`config.mk`:
```
export PLATFORM = sky130hd
export DESIGN_NAME = ckf_ctrl
export DESIGN_NICKNAME = d
export VERILOG_FILES = /design/src/rtl/ckf_pkg.sv /design/src/rtl/ckf_ctrl.sv
export SDC_FILE = /design/constraint.sdc
export NUM_CORES = 1
export LEC_CHECK = 0
export BUFFER_PORTS_ARGS = -buffer_cell sky130_fd_sc_hd__buf_4
export CAP_MARGIN = 15
export CORE_AREA = 3 3 40 42
export CTS_CLUSTER_DIAMETER = 80
export DETAILED_ROUTE_END_ITERATION = 8
export DIE_AREA = 0 0 43 45
export MAX_ROUTING_LAYER = met4
export PLACE_DENSITY = 0.52
export REMOVE_ABC_BUFFERS = 1
export SLEW_MARGIN = 10
export SYNTH_ARGS = -nofsm -noshare
export SYNTH_HDL_FRONTEND = slang
export SYNTH_SLANG_ARGS = --single-unit
```
`constraint.sdc`:
```
create_clock -name clk -period 2.3 [get_ports clk]
set_input_delay 0.115 -clock clk [delete_from_list [all_inputs] [get_ports clk]]
set_output_delay 0.115 -clock clk [all_outputs]
set_load 0.02 [all_outputs]
```
`src/rtl/ckf_pkg.sv`:
```
// shared types, constants and helper functions for the color key fill block
`timescale 1ns / 1ps
`default_nettype none

package ckf_pkg;

  localparam int CFG_W     = 10;
  localparam int CFG_IDX_W = 1;
  localparam int PIX_W     = 32;
  localparam int CH_W      = 8;
  localparam int SUM_W     = 12;
  localparam int CNT_W     = 4;
  localparam int NB_W      = 3;
  localparam int RCP_W     = 17;
  localparam int RCP_SH    = 16;
  localparam int DIAG_W    = 9;
  localparam int SQRT2_Q16 = 92682;

  localparam logic [CFG_IDX_W-1:0] REG_WIDTH  = 1'b0;
  localparam logic [CFG_IDX_W-1:0] REG_HEIGHT = 1'b1;

  localparam logic [NB_W-1:0] NB_LAST = 3'd7;
  localparam logic [1:0]      CH_LAST = 2'd2;

  typedef enum logic [7:0] {
    S_IDLE = 8'b0000_0001,
    S_RDC  = 8'b0000_0010,
    S_CHK  = 8'b0000_0100,
    S_NRD  = 8'b0000_1000,
    S_NAC  = 8'b0001_0000,
    S_DIV  = 8'b0010_0000,
    S_FIN  = 8'b0100_0000,
    S_OUT  = 8'b1000_0000
  } ckf_state_t;

  typedef struct packed {
    logic take;
    logic rd_ctr;
    logic chk;
    logic nb_acc;
    logic div;
    logic fin;
    logic load_out;
  } ckf_cmd_t;

  typedef struct packed {
    logic need_out;
    logic ctr_key;
    logic nb_last;
    logic div_last;
    logic out_free;
  } ckf_sts_t;

  function automatic logic is_key(input logic [PIX_W-1:0] p);
    return p[23:0] == 24'hFF0000;
  endfunction

  // floor(v * sqrt2), exact for 8-bit v
  function automatic logic [DIAG_W-1:0] diag_weight(input logic [CH_W-1:0] v);
    logic [24:0] p;
    p = 25'(v) * 25'(SQRT2_Q16);
    return p[24:16];
  endfunction

  // ceil(2^16 / c) for c in 1..8
  function automatic logic [RCP_W-1:0] recip(input logic [CNT_W-1:0] c);
    logic [RCP_W-1:0] r;
    unique case (c)
      4'd1:    r = 17'd65536;
      4'd2:    r = 17'd32768;
      4'd3:    r = 17'd21846;
      4'd4:    r = 17'd16384;
      4'd5:    r = 17'd13108;
      4'd6:    r = 17'd10923;
      4'd7:    r = 17'd9363;
      4'd8:    r = 17'd8192;
      default: r = '0;
    endcase
    return r;
  endfunction

  // neighbour order: up-left, up, up-right, left, right, down-left, down, down-right
  function automatic logic nb_up(input logic [NB_W-1:0] k);
    return k <= 3'd2;
  endfunction

  function automatic logic nb_down(input logic [NB_W-1:0] k);
    return k >= 3'd5;
  endfunction

  function automatic logic nb_left(input logic [NB_W-1:0] k);
    return k == 3'd0 || k == 3'd3 || k == 3'd5;
  endfunction

  function automatic logic nb_right(input logic [NB_W-1:0] k);
    return k == 3'd2 || k == 3'd4 || k == 3'd7;
  endfunction

endpackage

`default_nettype wire

```
`src/rtl/ckf_ctrl.sv`:
```
// controller state machine sequencing one request through the datapath
`timescale 1ns / 1ps
`default_nettype none

module ckf_ctrl
  import ckf_pkg::*;
(
  input  logic     clk,
  input  logic     rst_n,
  input  logic     in_tvalid,
  output logic     in_tready,
  input  ckf_sts_t sts,
  output ckf_cmd_t cmd
);

  ckf_state_t state_r, state_nxt;

  always_ff @(posedge clk) begin
    if (!rst_n) begin
      state_r <= S_IDLE;
    end else begin
      state_r <= state_nxt;
    end
  end

  always_comb begin
    state_nxt = state_r;
    cmd       = '0;
    in_tready = 1'b0;
    unique case (state_r)
      S_IDLE: begin
        in_tready = 1'b1;
        cmd.take  = in_tvalid;
        if (in_tvalid && sts.need_out) begin
          state_nxt = S_RDC;
        end
      end
      S_RDC: begin
        cmd.rd_ctr = 1'b1;
        state_nxt  = S_CHK;
      end
      S_CHK: begin
        cmd.chk   = 1'b1;
        state_nxt = sts.ctr_key ? S_NRD : S_OUT;
      end
      S_NRD: begin
        state_nxt = S_NAC;
      end
      S_NAC: begin
        cmd.nb_acc = 1'b1;
        state_nxt  = sts.nb_last ? S_DIV : S_NRD;
      end
      S_DIV: begin
        cmd.div = 1'b1;
        if (sts.div_last) begin
          state_nxt = S_FIN;
        end
      end
      S_FIN: begin
        cmd.fin   = 1'b1;
        state_nxt = S_OUT;
      end
      S_OUT: begin
        if (sts.out_free) begin
          cmd.load_out = 1'b1;
          state_nxt    = S_IDLE;
        end
      end
      default: begin
        state_nxt = S_IDLE;
      end
    endcase
  end

endmodule

`default_nettype wire

```
==> metrics.json <==
{
  "vertical_die_dimension": {"value": 45, "unit": "µm"},
  "clock.fmax": {"value": 561, "unit": "MHz"},
  "grt_overflow_total": {"value": 0},
  "cp-start-kind": {"value": "flip-flop"},
  "clock_sink_count": {"value": 8},
  "post_route_clock_period_utilization": {"value": 0.776},
  "clkSlewWorstSetupHoldPaths": {"value": 0.05, "unit": "ns"},
  "grt_util_met3": {"value": 0.0398},
  "async_flop_share": {"value": 0},
  "crit_type": {"value": "reg -> reg"},
  "drv.max_cap_violation_count": {"value": 0},
  "globalRouteMet1Util": {"value": 0.143},
  "period_needed": {"value": 1.78, "unit": "ns"},
  "finalNetCount": {"value": 82},
  "cts-root-buf": {"value": "sky130_fd_sc_hd__clkbuf_4"},
  "global_route.usage.total": {"value": 0.119},
  "site_rows": {"value": 13},
  "wl_per_cell": {"value": 11.8, "unit": "µm"},
  "number_of_flops_mapped_to_enable_cells_by_yosys": {"value": 0},
  "synth_seq_cells": {"value": 8},
  "unrepaired_setup_endpoints_after_global_routing": {"value": "false"},
  "largest_register": {"value": "state_r"},
  "yosysWarningCount": {"value": 0},
  "firstDrtPassIters": {"value": 3},
  "grt_pass1_wl": {"value": 1610, "unit": "µm"},
  "start_util": {"value": 0.333},
  "cts_made_buffers": {"value": 3},
  "yosysSeqAreaShare": {"value": 0.374},
  "ioPinCount": {"value": 16},
  "setup_tns": {"value": 0, "unit": "ns"},
  "detail_route.vias_per_cell": {"value": 5.32},
  "io_buffer_count": {"value": 15},
  "tritoncts": {"value": "done"},
  "outcome": {"value": "finished, final reports clean"},
  "synth_cell_types": {"value": 17},
  "first_global_vias": {"value": 391},
  "drcViolationCount": {"value": 0},
  "syn_area": {"value": 428, "unit": "µm²"},
  "timing.critical_path.to_type": {"value": "flip-flop"},
  "cp_data_required_time": {"value": 2.49, "unit": "ns"},
  "post_route_cells_drive_above_1_share": {"value": 0.306},
  "drtAntennaViolNets": {"value": 0},
  "netlist_top_cells_count": {"value": "sky130_fd_sc_hd__nor2_1, sky130_fd_sc_hd__dfxtp_1, sky130_fd_sc_hd__inv_1"},
  "fp.dieArea": {"value": 1940, "unit": "µm²"},
  "worstPathArrival": {"value": 1.97, "unit": "ns"},
  "fin_skew": {"value": 0.00455, "unit": "ns"},
  "antenna_cell_count": {"value": 0},
  "place_hpwl": {"value": 833, "unit": "µm"},
  "antenna_found_initial": {"value": 0},
  "synth.top_cell.area_share": {"value": 0.374},
  "whs": {"value": 0.0911, "unit": "ns"},
  "max-clock-path-buffers": {"value": 2},
  "placeableCoreArea": {"value": 1280, "unit": "µm²"},
  "worst_hold_path_type": {"value": "in -> reg"},
  "setup_violations": {"value": 0},
  "post_cts.repair.setup_buffers": {"value": 0},
  "timing_hold_violations_final": {"value": 0},
  "grt_met2_usage": {"value": 0.165},
  "vias": {"value": 463},
  "detailedRoute.firstIterationViolations": {"value": 5},
  "drv_slew": {"value": 0},
  "dieWidth": {"value": 43, "unit": "µm"},
  "static-leakage-power": {"value": 0.286, "unit": "nW"},
  "max_slew.worst_pin.slew": {"value": 0.476, "unit": "ns"},
  "ir_worst_vdd": {"value": 0.000353, "unit": "V"},
  "synth.area.top_cells": {"value": "sky130_fd_sc_hd__dfxtp_1, sky130_fd_sc_hd__nand4b_1, sky130_fd_sc_hd__nor2_1"},
  "largest_area_contributor_in_the_netlist": {"value": "sky130_fd_sc_hd__dfxtp_1"},
  "worst_slew_margin_rel": {"value": 0.679},
  "synthFlopType": {"value": "sky130_fd_sc_hd__dfxtp_1"},
  "clkLatencyLatePin": {"value": 0.25, "unit": "ns"},
  "synth_area_per_cell": {"value": 8.07, "unit": "µm²"},
  "clock_tree.htree_level_count": {"value": 1},
  "grt_max_degree": {"value": 6},
  "synth_most_common_cell": {"value": "sky130_fd_sc_hd__nor2_1"},
  "power-per-cell-area": {"value": 947, "unit": "nW/µm²"},
  "postRouteWirelength": {"value": 1030, "unit": "µm"},
  "largest_register_ff_count": {"value": 8},
  "syn_to_final_growth": {"value": 37.7, "unit": "%"},
  "routabilityCongestion": {"value": 0.698},
  "global_route.peak_usage_layer": {"value": "met2"},
  "cts.hold.buffers_added": {"value": 0},
  "largest_fanout_on_the_critical_path": {"value": 5},
  "layout_top_registers": {"value": "state_r: 8 flops"},
  "cts.repair.resized": {"value": 0},
  "synth_cells": {"value": 53}
}
==> placed cells by master (no fill, tap or decap), types with 2 or more instances in the layout <==
cell type,netlist,routed
sky130_fd_sc_hd__buf_4,0,16
sky130_fd_sc_hd__clkbuf_4,0,3
sky130_fd_sc_hd__dfxtp_1,8,8
sky130_fd_sc_hd__inv_1,7,7
sky130_fd_sc_hd__nand2_1,3,3
sky130_fd_sc_hd__nand3_1,2,2
sky130_fd_sc_hd__nand4_1,3,3
sky130_fd_sc_hd__nand4b_1,6,6
sky130_fd_sc_hd__nor2_1,9,9
sky130_fd_sc_hd__nor2b_1,2,2
sky130_fd_sc_hd__nor4_1,4,4
sky130_fd_sc_hd__or4_4,2,2
==> worst paths after layout <==
path	start	end	slack [ns]	cells after the start
worst max-delay path	state_r[0]	state_r[7]	0.52	4
worst min-delay path	rst_n	state_r[0]	0.09	2
worst max register to register	state_r[0]	state_r[7]	0.52	4
worst min register to register	state_r[3]	state_r[4]	0.57	2
==> power by group <==
| group | switching [mW] | leakage (nW) | internal [mW] |
|---|---|---|---|
| Sequential | 0.0242 | 0.0651 | 0.163 |
| Clock | 0.0442 | 0.0138 | 0.0595 |
| Combinational | 0.149 | 0.208 | 0.118 |
| Total | 0.218 | 0.286 | 0.340 |
==> through the flow <==
stage	setup WS, ns	std cells	utilization	instance area, µm²	power (mW)
2_1_floorplan	0.288	53	-	428	0.362
3_3_place_gp	0.511	84	0.441	567	0.463
3_5_place_dp	0.533	84	0.441	567	0.456
4_1_cts	0.525	87	0.459	589	0.557
5_1_grt	0.426	87	0.459	589	0.596
6_report	0.516	87	0.459	589	0.558
==> cells by family (layout without fill, tap and decap cells) <==
family / after synthesis / count (layout) / share of synthesized area
AO/OA/AOI/OAI: 4 / 4 / 0.0848
buffers and inverters: 7 / 26 / 0.0614
flip-flops: 8 / 8 / 0.374
AND/OR/NAND/NOR: 34 / 34 / 0.480
==> routing by layer <==
metal | up-vias | routed length, µm | part of all wire
met3 | 5 | 64 | 0.062
met4 | 0 | 27 | 0.026
li1 | 232 | - | -
met5 | - | 0 | 0
met1 | 212 | 507 | 0.49
met2 | 14 | 425 | 0.41
==> worst max-delay path, stage by stage, from the launching register on <==
cell	delay, ns
sky130_fd_sc_hd__dfxtp_1	0.33
sky130_fd_sc_hd__or4_4	0.55
sky130_fd_sc_hd__or4_4	0.50
sky130_fd_sc_hd__nand4b_1	0.14
sky130_fd_sc_hd__o2111a_1	0.21
==> final cells by class <==
cell class,instances,area (µm²)
multi-input combinational,38,241
clock buffer,3,22.5
inverter,7,26.3
fill,127,696
sequential,8,160
tap,15,18.8
timing repair buffer,16,120
(Power assumes the default switching activity.)
